**src/hw/rtl/rea_pkg.sv**
```systemverilog
// Shared constants, codes and control types of the rotary encoder accelerator.
package rea_pkg;

    localparam int POSITION_WIDTH_DEF = 32;
    localparam int TIME_WIDTH_DEF     = 16;
    localparam int CFG_WIDTH          = 16;
    localparam int CFG_INDEX_WIDTH    = 1;
    localparam int DELTA_WIDTH        = 8;
    localparam int STEP_WIDTH         = CFG_WIDTH + 1;
    localparam int DIV_STEPS          = CFG_WIDTH;
    localparam int DIV_CNT_WIDTH      = $clog2(DIV_STEPS);

    localparam logic [CFG_WIDTH-1:0] TIMEOUT_RESET = 16'd500;
    localparam logic [CFG_WIDTH-1:0] ACCEL_RESET   = 16'd200;

    localparam logic REQ_TICK = 1'b0;
    localparam logic REQ_POLL = 1'b1;

    typedef enum logic [CFG_INDEX_WIDTH-1:0] {
        CFG_TIMEOUT_MS   = 1'b0,
        CFG_ACCEL_FACTOR = 1'b1
    } t_cfg_index;

    typedef enum logic [1:0] {
        ST_IDLE,
        ST_DECIDE,
        ST_DIV,
        ST_WRITE
    } t_state;

    typedef struct packed {
        logic load;
        logic div_init;
        logic div_step;
        logic commit;
    } t_dp_cmd;

    typedef struct packed {
        logic accel;
        logic div_last;
        logic out_free;
    } t_dp_status;

endpackage

```
**src/hw/rtl/rea_if.sv**
```systemverilog
// Request and result channel interfaces of the rotary encoder accelerator.
interface rea_in_if;
    import rea_pkg::*;

    logic                          valid;
    logic                          ready;
    logic                          req_type;
    logic signed [DELTA_WIDTH-1:0] delta;

    modport source (output valid, output req_type, output delta, input ready);
    modport sink   (input valid, input req_type, input delta, output ready);
endinterface

interface rea_out_if #(
    parameter int POSITION_WIDTH = rea_pkg::POSITION_WIDTH_DEF
);
    logic                             valid;
    logic                             ready;
    logic signed [POSITION_WIDTH-1:0] position;
    logic                             accelerated;

    modport source (output valid, output position, output accelerated, input ready);
    modport sink   (input valid, input position, input accelerated, output ready);
endinterface

```
**src/hw/rtl/rea_ctrl.sv**
```systemverilog
// Controller state machine that sequences decide, divide and commit per request.
module rea_ctrl (
    input  logic                i_clk,
    input  logic                i_rst_n,
    input  logic                i_in_valid,
    output logic                o_in_ready,
    output rea_pkg::t_dp_cmd    o_cmd,
    input  rea_pkg::t_dp_status i_status
);
    import rea_pkg::*;

    t_state r_state;
    t_state n_state;

    // Hold the current state
    always_ff @(posedge i_clk) begin
        if (!i_rst_n) begin
            r_state <= ST_IDLE;
        end else begin
            r_state <= n_state;
        end
    end

    // Advance through decide, optional division and commit
    always_comb begin
        n_state = r_state;
        case (r_state)
            ST_IDLE: begin
                if (i_in_valid) begin
                    n_state = ST_DECIDE;
                end
            end
            ST_DECIDE: begin
                n_state = i_status.accel ? ST_DIV : ST_WRITE;
            end
            ST_DIV: begin
                if (i_status.div_last) begin
                    n_state = ST_WRITE;
                end
            end
            ST_WRITE: begin
                if (i_status.out_free) begin
                    n_state = ST_IDLE;
                end
            end
            default: begin
                n_state = ST_IDLE;
            end
        endcase
    end

    // Drive datapath commands
    always_comb begin
        o_in_ready     = 1'b0;
        o_cmd          = '0;
        case (r_state)
            ST_IDLE: begin
                o_in_ready = 1'b1;
                o_cmd.load = i_in_valid;
            end
            ST_DECIDE: begin
                o_cmd.div_init = i_status.accel;
            end
            ST_DIV: begin
                o_cmd.div_step = 1'b1;
            end
            ST_WRITE: begin
                o_cmd.commit = i_status.out_free;
            end
            default: begin
                o_in_ready = 1'b0;
            end
        endcase
    end

endmodule

```
**src/hw/rtl/rea_datapath.sv**
```systemverilog
// Datapath: configuration, position and elapsed state, divider and result register.
module rea_datapath #(
    parameter int POSITION_WIDTH = rea_pkg::POSITION_WIDTH_DEF,
    parameter int TIME_WIDTH     = rea_pkg::TIME_WIDTH_DEF
) (
    input  logic                                    i_clk,
    input  logic                                    i_rst_n,
    input  rea_pkg::t_dp_cmd                        i_cmd,
    output rea_pkg::t_dp_status                     o_status,
    input  logic                                    i_req_type,
    input  logic signed [rea_pkg::DELTA_WIDTH-1:0]  i_delta,
    input  logic                                    i_cfg_we,
    input  logic [rea_pkg::CFG_INDEX_WIDTH-1:0]     i_cfg_addr,
    input  logic [rea_pkg::CFG_WIDTH-1:0]           i_cfg_data,
    output logic                                    o_out_valid,
    input  logic                                    i_out_ready,
    output logic signed [POSITION_WIDTH-1:0]        o_position,
    output logic                                    o_accelerated
);
    import rea_pkg::*;

    // Configuration
    logic [CFG_WIDTH-1:0]      r_timeout;
    logic [CFG_WIDTH-1:0]      r_accel_factor;

    // Captured request
    logic                      r_req_type;
    logic [DELTA_WIDTH-1:0]    r_delta;

    // Architectural state
    logic [POSITION_WIDTH-1:0] r_position;
    logic [POSITION_WIDTH-1:0] n_position;
    logic [TIME_WIDTH-1:0]     r_elapsed;
    logic [TIME_WIDTH-1:0]     n_elapsed;

    // Divider
    logic [CFG_WIDTH-1:0]      r_quot;
    logic [TIME_WIDTH-1:0]     r_rem;
    logic [DIV_CNT_WIDTH-1:0]  r_div_cnt;
    logic [TIME_WIDTH-1:0]     divisor;
    logic [TIME_WIDTH:0]       trial;
    logic                      trial_fits;

    // Result register
    logic                      r_out_valid;
    logic [POSITION_WIDTH-1:0] r_out_pos;
    logic                      r_out_accel;

    logic                      neg;
    logic [DELTA_WIDTH-1:0]    mag;
    logic                      moves;
    logic                      accel;
    logic [STEP_WIDTH-1:0]     step;
    logic [POSITION_WIDTH-1:0] step_ext;

    // Decode the captured request
    always_comb begin
        neg      = r_delta[DELTA_WIDTH-1];
        mag      = neg ? (~r_delta + DELTA_WIDTH'(1)) : r_delta;
        moves    = (r_req_type == REQ_POLL) && (mag != '0);
        accel    = moves && (32'(r_elapsed) < 32'(r_timeout));
        step     = STEP_WIDTH'(mag) + (accel ? STEP_WIDTH'(r_quot) : STEP_WIDTH'(0));
        step_ext = POSITION_WIDTH'(step);
    end

    // Restoring division step: one quotient bit per cycle
    always_comb begin
        divisor    = (r_elapsed == '0) ? TIME_WIDTH'(1) : r_elapsed;
        trial      = {r_rem, r_quot[CFG_WIDTH-1]};
        trial_fits = trial >= {1'b0, divisor};
    end

    // Next position and elapsed count
    always_comb begin
        n_position = r_position;
        n_elapsed  = r_elapsed;
        if (r_req_type == REQ_TICK) begin
            if (r_elapsed != '1) begin
                n_elapsed = r_elapsed + TIME_WIDTH'(1);
            end
        end else if (moves) begin
            n_position = neg ? (r_position - step_ext) : (r_position + step_ext);
            n_elapsed  = '0;
        end
    end

    // Write configuration registers
    always_ff @(posedge i_clk) begin
        if (!i_rst_n) begin
            r_timeout      <= TIMEOUT_RESET;
            r_accel_factor <= ACCEL_RESET;
        end else if (i_cfg_we) begin
            case (i_cfg_addr)
                CFG_TIMEOUT_MS:   r_timeout      <= i_cfg_data;
                CFG_ACCEL_FACTOR: r_accel_factor <= i_cfg_data;
                default: begin
                    r_timeout <= r_timeout;
                end
            endcase
        end
    end

    // Capture the accepted request
    always_ff @(posedge i_clk) begin
        if (i_cmd.load) begin
            r_req_type <= i_req_type;
            r_delta    <= i_delta;
        end
    end

    // Run the divider
    always_ff @(posedge i_clk) begin
        if (i_cmd.div_init) begin
            r_quot    <= r_accel_factor;
            r_rem     <= '0;
            r_div_cnt <= '0;
        end else if (i_cmd.div_step) begin
            r_quot    <= {r_quot[CFG_WIDTH-2:0], trial_fits};
            r_rem     <= trial_fits ? TIME_WIDTH'(trial - {1'b0, divisor})
                                    : trial[TIME_WIDTH-1:0];
            r_div_cnt <= r_div_cnt + DIV_CNT_WIDTH'(1);
        end
    end

    // Commit state
    always_ff @(posedge i_clk) begin
        if (!i_rst_n) begin
            r_position <= '0;
            r_elapsed  <= '0;
        end else if (i_cmd.commit) begin
            r_position <= n_position;
            r_elapsed  <= n_elapsed;
        end
    end

    // Hold the result until taken
    always_ff @(posedge i_clk) begin
        if (!i_rst_n) begin
            r_out_valid <= 1'b0;
        end else if (i_cmd.commit) begin
            r_out_valid <= 1'b1;
        end else if (i_out_ready) begin
            r_out_valid <= 1'b0;
        end
    end

    always_ff @(posedge i_clk) begin
        if (i_cmd.commit) begin
            r_out_pos   <= n_position;
            r_out_accel <= accel;
        end
    end

    assign o_status.accel    = accel;
    assign o_status.div_last = r_div_cnt == DIV_CNT_WIDTH'(DIV_STEPS - 1);
    assign o_status.out_free = !r_out_valid || i_out_ready;

    assign o_out_valid   = r_out_valid;
    assign o_position    = r_out_pos;
    assign o_accelerated = r_out_accel;

endmodule

```
**src/hw/rtl/rotary_encoder_accelerator.sv**
```systemverilog
// Top level of the rotary encoder accelerator: controller, datapath and channel hookup.
//
//   Port     Dir  Handshake     Carries
//   i_in     in   valid/ready   req_type (tick or poll), delta
//   o_out    out  valid/ready   position, accelerated
//   i_cfg_*  in   write enable  register index, 16-bit data
//
// A tick or an unaccelerated poll passes through the decide and write states before
// its result shows; an accelerated poll also runs the 16-step restoring divider,
// which forms accel_factor / elapsed one quotient bit per cycle, between the two.
// The next request can be accepted in the cycle in which the result appears.
// One request is in work at a time; the result register lets the next request
// be accepted while a result waits. A stalled result holds the commit step.
// Reset (synchronous, active low) clears position and elapsed count and loads
// timeout 500 and accel_factor 200.
module rotary_encoder_accelerator #(
    parameter int POSITION_WIDTH = rea_pkg::POSITION_WIDTH_DEF,
    parameter int TIME_WIDTH     = rea_pkg::TIME_WIDTH_DEF
) (
    input  logic                                i_clk,
    input  logic                                i_rst_n,
    rea_in_if.sink                              i_in,
    rea_out_if.source                           o_out,
    input  logic                                i_cfg_we,
    input  logic [rea_pkg::CFG_INDEX_WIDTH-1:0] i_cfg_addr,
    input  logic [rea_pkg::CFG_WIDTH-1:0]       i_cfg_data
);
    import rea_pkg::*;

    t_dp_cmd    cmd;
    t_dp_status status;
    logic       in_ready;

    rea_ctrl u_ctrl (
        .i_clk      (i_clk),
        .i_rst_n    (i_rst_n),
        .i_in_valid (i_in.valid),
        .o_in_ready (in_ready),
        .o_cmd      (cmd),
        .i_status   (status)
    );

    rea_datapath #(
        .POSITION_WIDTH (POSITION_WIDTH),
        .TIME_WIDTH     (TIME_WIDTH)
    ) u_datapath (
        .i_clk         (i_clk),
        .i_rst_n       (i_rst_n),
        .i_cmd         (cmd),
        .o_status      (status),
        .i_req_type    (i_in.req_type),
        .i_delta       (i_in.delta),
        .i_cfg_we      (i_cfg_we),
        .i_cfg_addr    (i_cfg_addr),
        .i_cfg_data    (i_cfg_data),
        .o_out_valid   (o_out.valid),
        .i_out_ready   (o_out.ready),
        .o_position    (o_out.position),
        .o_accelerated (o_out.accelerated)
    );

    assign i_in.ready = in_ready;

endmodule
```
**src/flat_wrapper.sv**
```systemverilog
// flat-port wrapper written by rule: the top's interface ports become plain ports
module rotary_encoder_accelerator_flat import rea_pkg::*;
#(
    parameter int POSITION_WIDTH = rea_pkg::POSITION_WIDTH_DEF,
    parameter int TIME_WIDTH     = rea_pkg::TIME_WIDTH_DEF
)
  (i_clk, i_rst_n, i_cfg_we, i_cfg_addr, i_cfg_data, i_in_valid, i_in_req_type, i_in_delta, i_in_ready, o_out_valid, o_out_position, o_out_accelerated, o_out_ready);
  rea_in_if i_in_i ();
  rea_out_if #(.POSITION_WIDTH(POSITION_WIDTH)) o_out_i ();
  input  logic i_clk;
  input  logic i_rst_n;
  input  logic i_cfg_we;
  input  logic [rea_pkg::CFG_INDEX_WIDTH-1:0] i_cfg_addr;
  input  logic [rea_pkg::CFG_WIDTH-1:0] i_cfg_data;
  input wire logic [$bits(i_in_i.valid)-1:0] i_in_valid;
  input wire logic [$bits(i_in_i.req_type)-1:0] i_in_req_type;
  input wire logic [$bits(i_in_i.delta)-1:0] i_in_delta;
  output wire logic [$bits(i_in_i.ready)-1:0] i_in_ready;
  output wire logic [$bits(o_out_i.valid)-1:0] o_out_valid;
  output wire logic [$bits(o_out_i.position)-1:0] o_out_position;
  output wire logic [$bits(o_out_i.accelerated)-1:0] o_out_accelerated;
  input wire logic [$bits(o_out_i.ready)-1:0] o_out_ready;
  assign i_in_i.valid = i_in_valid;
  assign i_in_i.req_type = i_in_req_type;
  assign i_in_i.delta = i_in_delta;
  assign i_in_ready = i_in_i.ready;
  assign o_out_valid = o_out_i.valid;
  assign o_out_position = o_out_i.position;
  assign o_out_accelerated = o_out_i.accelerated;
  assign o_out_i.ready = o_out_ready;
  rotary_encoder_accelerator #(.POSITION_WIDTH(POSITION_WIDTH), .TIME_WIDTH(TIME_WIDTH)) u_core (.i_clk(i_clk), .i_rst_n(i_rst_n), .i_in(i_in_i), .o_out(o_out_i), .i_cfg_we(i_cfg_we), .i_cfg_addr(i_cfg_addr), .i_cfg_data(i_cfg_data));
endmodule
```
**config.mk**
```make
export PLATFORM = sky130hd
export DESIGN_NAME = rotary_encoder_accelerator_flat
export DESIGN_NICKNAME = d
export VERILOG_FILES = /design/src/hw/rtl/rea_pkg.sv /design/src/hw/rtl/rea_if.sv /design/src/hw/rtl/rea_ctrl.sv /design/src/hw/rtl/rea_datapath.sv /design/src/hw/rtl/rotary_encoder_accelerator.sv /design/src/flat_wrapper.sv
export SDC_FILE = /design/constraint.sdc
export NUM_CORES = 1
export LEC_CHECK = 0
export ABC_CLOCK_PERIOD_IN_PS = 20900
export BUFFER_PORTS_ARGS = -buffer_cell sky130_fd_sc_hd__buf_2
export CORE_MARGIN = 5
export CORE_UTILIZATION = 45
export DETAILED_ROUTE_END_ITERATION = 7
export GPL_ROUTABILITY_DRIVEN = 0
export SLEW_MARGIN = 20
export SYNTH_ARGS = -nofsm -noshare
export SYNTH_HDL_FRONTEND = slang
export SYNTH_HIERARCHICAL = 1
export SYNTH_SLANG_ARGS = --single-unit
```
**constraint.sdc**
```tcl
create_clock -name i_clk -period 20.9 [get_ports i_clk]
set_clock_uncertainty 0.15 [all_clocks]
set_input_delay 1.045 -clock i_clk [delete_from_list [all_inputs] [get_ports i_clk]]
set_output_delay 1.045 -clock i_clk [all_outputs]
set_load 0.05 [all_outputs]
```
After elaboration in Yosys (flattened, before gate mapping)
Cells that the tools add are included.
- add/sub/neg operators: 7
- $lt $le $gt $ge: 2
- equality and inequality tests: 9
- muxes and demuxes: 24
- bitwise operators: 2
- reduce and logical (&&, ||, !) cells: 14
- operator list (kind ; count):
    $mux 16 ; 8
    $mux 32 ; 3
    $add 32x17->32 ; 1
    $sub 32x17->32 ; 1
    $add 8x16->17 ; 1
    $ge 17x16->1 ; 1
    $add 16x1->16 const B ; 1
    $logic_not 16->1 ; 1
    $lt 16x16->1 ; 1
    $ne 16x16->1 const B ; 1
    $sub 16x16->16 ; 1
    $add 8x1->8 const B ; 1
    $mux 1 ; 8
    $mux 8 ; 1
    $not 8->8 ; 1
    $pmux 2 s4 ; 1
    $reduce_bool 8->1 ; 1
    $mux 2 ; 3
    $reduce_and 3->1 ; 2
    $reduce_bool 2->1 ; 3
    $add 4x1->4 const B ; 1
    $eq 2x2->1 const B ; 2
    $eq 4x4->1 const B ; 1
    $ne 2x1->1 const B ; 2
    other kinds (8) ; 11
- register bits after elaboration: 161
- input bits: 31
- output and inout port bits: 35
- word-level logic and storage cells: 71

Longest topological paths before layout
- word-level depth: 12
- gate-level depth with buffers: 35
- depth with buffers taken out: 31

Hierarchy
Netlist, hierarchy kept.
- modules (own cells, without submodules) (module ; times used ; cells an instance ; area an instance (um2) ; seq. area each (um2)):
    rea_datapath ; 1 ; 1192 ; 10249.8 ; 3763.6
    rea_ctrl ; 1 ; 23 ; 205.2 ; 40.0

Worst setup path after synthesis
No wires, ideal clock.
- path kind: reg-to-reg
- start: register u_core.u_datapath.r_delta[1]
- end: register u_core.u_datapath.r_out_pos[25], in the netlist u_core/u_datapath/o_position[25], data pin
- library setup time: 0.260 ns
- arrival: 6.620 ns
- required time: 20.490 ns
- setup slack: 13.871 ns
- stages on the path, launching flop included: 36
- buffers on the path: 4
- clock period less this slack: 7.029 ns
- cells stage by stage: edfxtp_1 inv_1 ha_1 nand2b_1 o41ai_1 xnor2_1 o41ai_4 a211oi_2 buf_2 clkbuf_1 and2_1 ha_1 fa_1 a21oi_1 nand4b_1 a31oi_1 clkbuf_1 nand3_1 xor2_1 nand3_1 nand2_1 nand2_2 o21ai_1 a21oi_1 ha_1 clkbuf_1 o211ai_1 nor2_1 a221oi_1 a21boi_1 o21ai_0 a221oi_1 o21bai_1 a21oi_1 xnor2_1 mux2_2
- word-level cells in the longest chain between the ends: 12
- elaborated cells on any way between the ends: 13
- classes of those cells: add/sub: 4; mux: 5; bitwise: 1; reduce/logical: 3
- RTL lines (item ; RTL line ; RTL):
    from (decl) ; rea_datapath.sv:28 ; logic [DELTA_WIDTH-1:0] r_delta;
    from (signal assigned) ; rea_datapath.sv:107 ; r_delta <= i_delta;
    $not 8->8 ; rea_datapath.sv:59 ; mag = neg ? (~r_delta + DELTA_WIDTH'(1)) : r_delta;
    $add 8x1->8 ; rea_datapath.sv:59 ;
    $mux 8 (*) ; rea_datapath.sv:59 ;
    $reduce_bool 8->1 (*) ; rea_datapath.sv:60 ; moves = (r_req_type == REQ_POLL) && (mag != '0);
    $logic_and 1x1->1 (*) ; rea_datapath.sv:60 ;
    $logic_and 1x1->1 (*) ; rea_datapath.sv:61 ; accel = moves && (32'(r_elapsed) < 32'(r_timeout));
    net u_core.u_datapath.accel ; rea_datapath.sv:52 ; logic accel;
    $mux 16 (*) ; rea_datapath.sv:62 ; step = STEP_WIDTH'(mag) + (accel ? STEP_WIDTH'(r_quot) : STEP_WIDTH'(0));
    $add 8x16->17 (*) ; rea_datapath.sv:62 ;
    $add 32x17->32 or $sub 32x17->32 (tied branches) ; rea_datapath.sv:82 ; n_position = neg ? (r_position - step_ext) : (r_position + step_ext);
    $mux 32 (*) ; rea_datapath.sv:82 ;
    $mux 32 (*) ; rea_datapath.sv:81 ; end else if (moves) begin
    $mux 32 (*) ; rea_datapath.sv:77 ; if (r_req_type == REQ_TICK) begin
    net u_core.u_datapath.n_position[25] ; rea_datapath.sv:32 ; logic [POSITION_WIDTH-1:0] n_position;
    to (signal assigned) ; rea_datapath.sv:149 ; r_out_pos <= n_position;
    to (decl) ; rea_datapath.sv:46 ; logic [POSITION_WIDTH-1:0] r_out_pos;
Mark *: on every way through the listed nets, which the timed path passes. The rest lies on a longest branch.
A chain may end at the register's enable or synchronous reset.

==> results.toml <==
[clock_network]
cts_tree = "done"
cts_hold_buf = 0
clock_path_buffers = 2
clkSinkCount = 161
htree_levels = 4
cts_buffers = 17
post-cts-setup-buffers = 0
path_clk_slew_ns = 0.07
cts-root-buf = "clkbuf_16"
cts_resized = 0
clock_latency_ns = 0.43

[floorplanning]
die-area_um2 = 26400
ios = 66
core.rowCount = 55
die_height_um = 162
coreArea_um2 = 22800
fp.dieW_um = 162
initial_core_util = 0.459

[worst_setup_path]
reg2reg_depth = 28
cp_slowest_cell = "edfxtp_1"
reg2reg_slack_ns = 12.37
max_stage_delay_ns = 0.87
critPathKind = "reg2reg"
end_kind = "register"
crit_arrival_ns = 8.56
startpoint_type = "register"
cp.required_ns = 20.94
worstReg2RegStart = "u_core/u_datapath/r_delta[7]"
reg2reg_to = "u_core/u_datapath/o_position[25]"
worstPathMaxFanout = 58

[run]
drv_cap = 0

[final_layout]
area_delta_synth_final_pct = 11.4
final_nets = 1373
drive_above_1_share = 0.119
num_antenna_cells = 0
fillers = 2151

[sta]
worst_slew_margin_rel = 0.456
fin_crit_sh = 0.408
setup_violations = 0
layout_setup_ws_ns = 12.37
fin_crit_ns = 8.53
hold_viol = 0
maxSlewViolCount = 0
grt_setup_unrepaired = "no"
fin_tns_setup_ns = 0
max_freq_ghz = 0.117
worst_pin_slew_ns = 0.814

[hold_path]
worstHoldPathCells = 2
min_to = "u_core/u_datapath/r_accel_factor[10]"
hold_path.class = "reg2reg"
min-delay-start = "u_core/u_datapath/r_accel_factor[10]"

[pwr]
p_leak_nw = 4.62
power_density_nw_per_um2 = 133
vdd_drop_max_mv = 0.0766

[routing]
drtIter0Drc = 416
routed_wl_um = 23400
vias_per_cell = 5.25
ant_nets = 0
wl_per_cell_um = 14.8
vias = 8322
route.detailed.drc = 0
drt-pass1-iter-count = 7

[global_route]
antenna_found_initial = 0
grt_max_degree = 59
grt_pass1_vias = 8010
grt_use_total = 0.182
grt_overflow = 0
grt_pass1_wl_um = 39700

[synth]
synthAdderAreaFrac = 0.101
synth_edf_count = 58
syn_nets = 1329
synthSimpleGateAreaFrac = 0.199
yosys_most_used_dff = "dfxtp_1"
syn_area_um2 = 10500
netlist_instances = 1215
synth_xor_area_frac = 0.0662
syn_area_per_cell_um2 = 8.60
synth-compound-area-share = 0.171
yosysUniqueCellTypes = 79
yosysWarnings = 6
ys_seq_area_frac = 0.364
synth_top_family_by_area = "simple AND/OR/NAND/NOR gates"
synth-seq-cells = 161
async_reset_ff_frac = 0
synth_mux_area_frac = 0.0541

[run_status]
status = "finished, final reports clean"

[placed_design]
io_buffers = 65
pre_cts_slack_ns = 12.42
dp.final_hpwl_um = 17600
-- cell families after synthesis --
logic type | count (synthesis)
xor+xnor | 79
fa+ha+maj | 83
compound gates | 273
flops | 161
simple gates | 446
mux | 53
buf+inv | 120
-- power breakdown --
group / total [mW] / internal [mW] / switching [mW]
Clock: 0.316 / 0.175 / 0.141
Combinational: 0.787 / 0.324 / 0.462
Sequential: 0.451 / 0.404 / 0.0463
-- layout make-up --
type / count / area (µm²) / area share
Inverter: 71 / 267 / 0.0229
Multi-Input combinational cell: 934 / 6200 / 0.532
Clock buffer: 18 / 450 / 0.0387
Clock inverter: 14 / 141 / 0.0121
Sequential cell: 161 / 3800 / 0.327
Tap cell: 313 / 392 / 0.0336
Timing Repair Buffer: 74 / 393 / 0.0337
-- synth_stat cells (6+ instances only) --
master    instances  share of area
nand4_1          10         0.0060
o21ai_1          14         0.0067
ha_1             80          0.096
and2_1           16         0.0096
nand3_1          29          0.014
and3_1           12         0.0072
dfxtp_1         103           0.20
o21bai_1          6         0.0043
mux2_2           24          0.026
clkbuf_1         36          0.013
inv_1            71          0.025
xor2_1           18          0.015
edfxtp_1         58           0.17
nand2b_1         20          0.012
nor2b_1          21          0.013
nor3_1           37          0.018
a211oi_1         15          0.011
a21oi_1          76          0.036
xnor2_1          61          0.051
a21boi_0          6         0.0043
nand2_1         161          0.058
mux2i_1          27          0.026
or3_1             6         0.0036
nor2_1          103          0.037
o21a_1            6         0.0043
a21o_1           16          0.011
or2_2             6         0.0036
nor4_1            7         0.0042
buf_1             7         0.0025
o211ai_1         10         0.0072
o21ai_0          68          0.033
-- metal layers --
layer | vias to the layer above | share of wire | GRT usage
li1 | 4400 | - | -
met1 | 3780 | 0.50 | 0.246
met2 | 117 | 0.46 | 0.304
met3 | 25 | 0.030 | 0.0281
met4 | 0 | 0.013 | 0.0504
met5 | - | 0 | 0
-- registers in the layout, indices dropped and copies added, names as in the netlist --
name,cells
u_core/u_datapath/o_accelerated,1
u_core/u_datapath/o_out_valid,1
u_core/u_datapath/r_req_type,1
u_core/u_datapath/r_delta,8
u_core/u_datapath/r_timeout,16
u_core/u_datapath/r_div_cnt,4
u_core/u_datapath/r_rem,16
u_core/u_datapath/r_quot,16
u_core/u_ctrl/r_state,2
u_core/u_datapath/r_elapsed,16
u_core/u_datapath/r_position,32
u_core/u_datapath/r_accel_factor,16
u_core/u_datapath/o_position,32
-- critical path, delay by kind of cell (launching register included) --
family | cells | cell delay [ns]
AOI/OAI and AO/OA | 12 | 2.71
and+or+nand+nor | 7 | 1.65
buffers and inverters | 3 | 1.34
adders and majority gates | 3 | 0.96
DFF | 1 | 0.87
xor gates and xnor gates | 2 | 0.29
muxes | 1 | 0.26
-- how the worst max path moves through the flow --
| stage | from | endpoint | slack [ns] | depth (start not counted) |
|---|---|---|---|---|
| after detailed placement | u_core/u_datapath/r_delta[7] | u_core/u_datapath/o_position[25] | 12.42 | 28 |
| after global placement | u_core/u_datapath/r_delta[7] | u_core/u_datapath/o_position[31] | 12.69 | 28 |
| after floorplan | u_core/u_datapath/r_delta[1] | u_core/u_datapath/o_position[25] | 13.87 | 35 |
| after global routing | u_core/u_datapath/r_delta[7] | u_core/u_datapath/o_position[31] | 11.62 | 28 |
| final | u_core/u_datapath/r_delta[7] | u_core/u_datapath/o_position[25] | 12.37 | 28 |
| after CTS | u_core/u_datapath/r_delta[7] | u_core/u_datapath/o_position[25] | 12.39 | 28 |
-- cells in the final DEF, fill, tap and decap left out, types with 18 or more instances in the layout --
master     netlist  final
inv_1           71     71
xor2_1          18     18
nand2b_1        20     20
a21oi_1         76     76
mux2i_1         27     27
clkbuf_16        0     18
nand2_1        161    161
nor2b_1         21     21
ha_1            80     80
mux2_2          24     24
edfxtp_1        58     58
nand3_1         29     29
buf_2            5     65
dfxtp_1        103    103
o21ai_0         68     68
nor2_1         103    103
nor3_1          37     37
xnor2_1         61     61
-- stage by stage --
| step | power [mW] | instances | hold slack, ns | utilization | area (µm²) |
|---|---|---|---|---|---|
| finish | 1.55 | 1585 | 0.306 | 0.511 | 11600 |
| global route | 1.69 | 1585 | 0.321 | 0.511 | 11600 |
| CTS | 1.57 | 1585 | 0.307 | 0.511 | 11600 |
| detailed placement | 1.25 | 1553 | 0.297 | 0.485 | 11100 |
| global placement | 1.24 | 1553 | 0.294 | 0.485 | 11100 |
| floorplan | 1.09 | 1215 | 0.283 | - | 10500 |
Power figures use the tool's default switching activity.
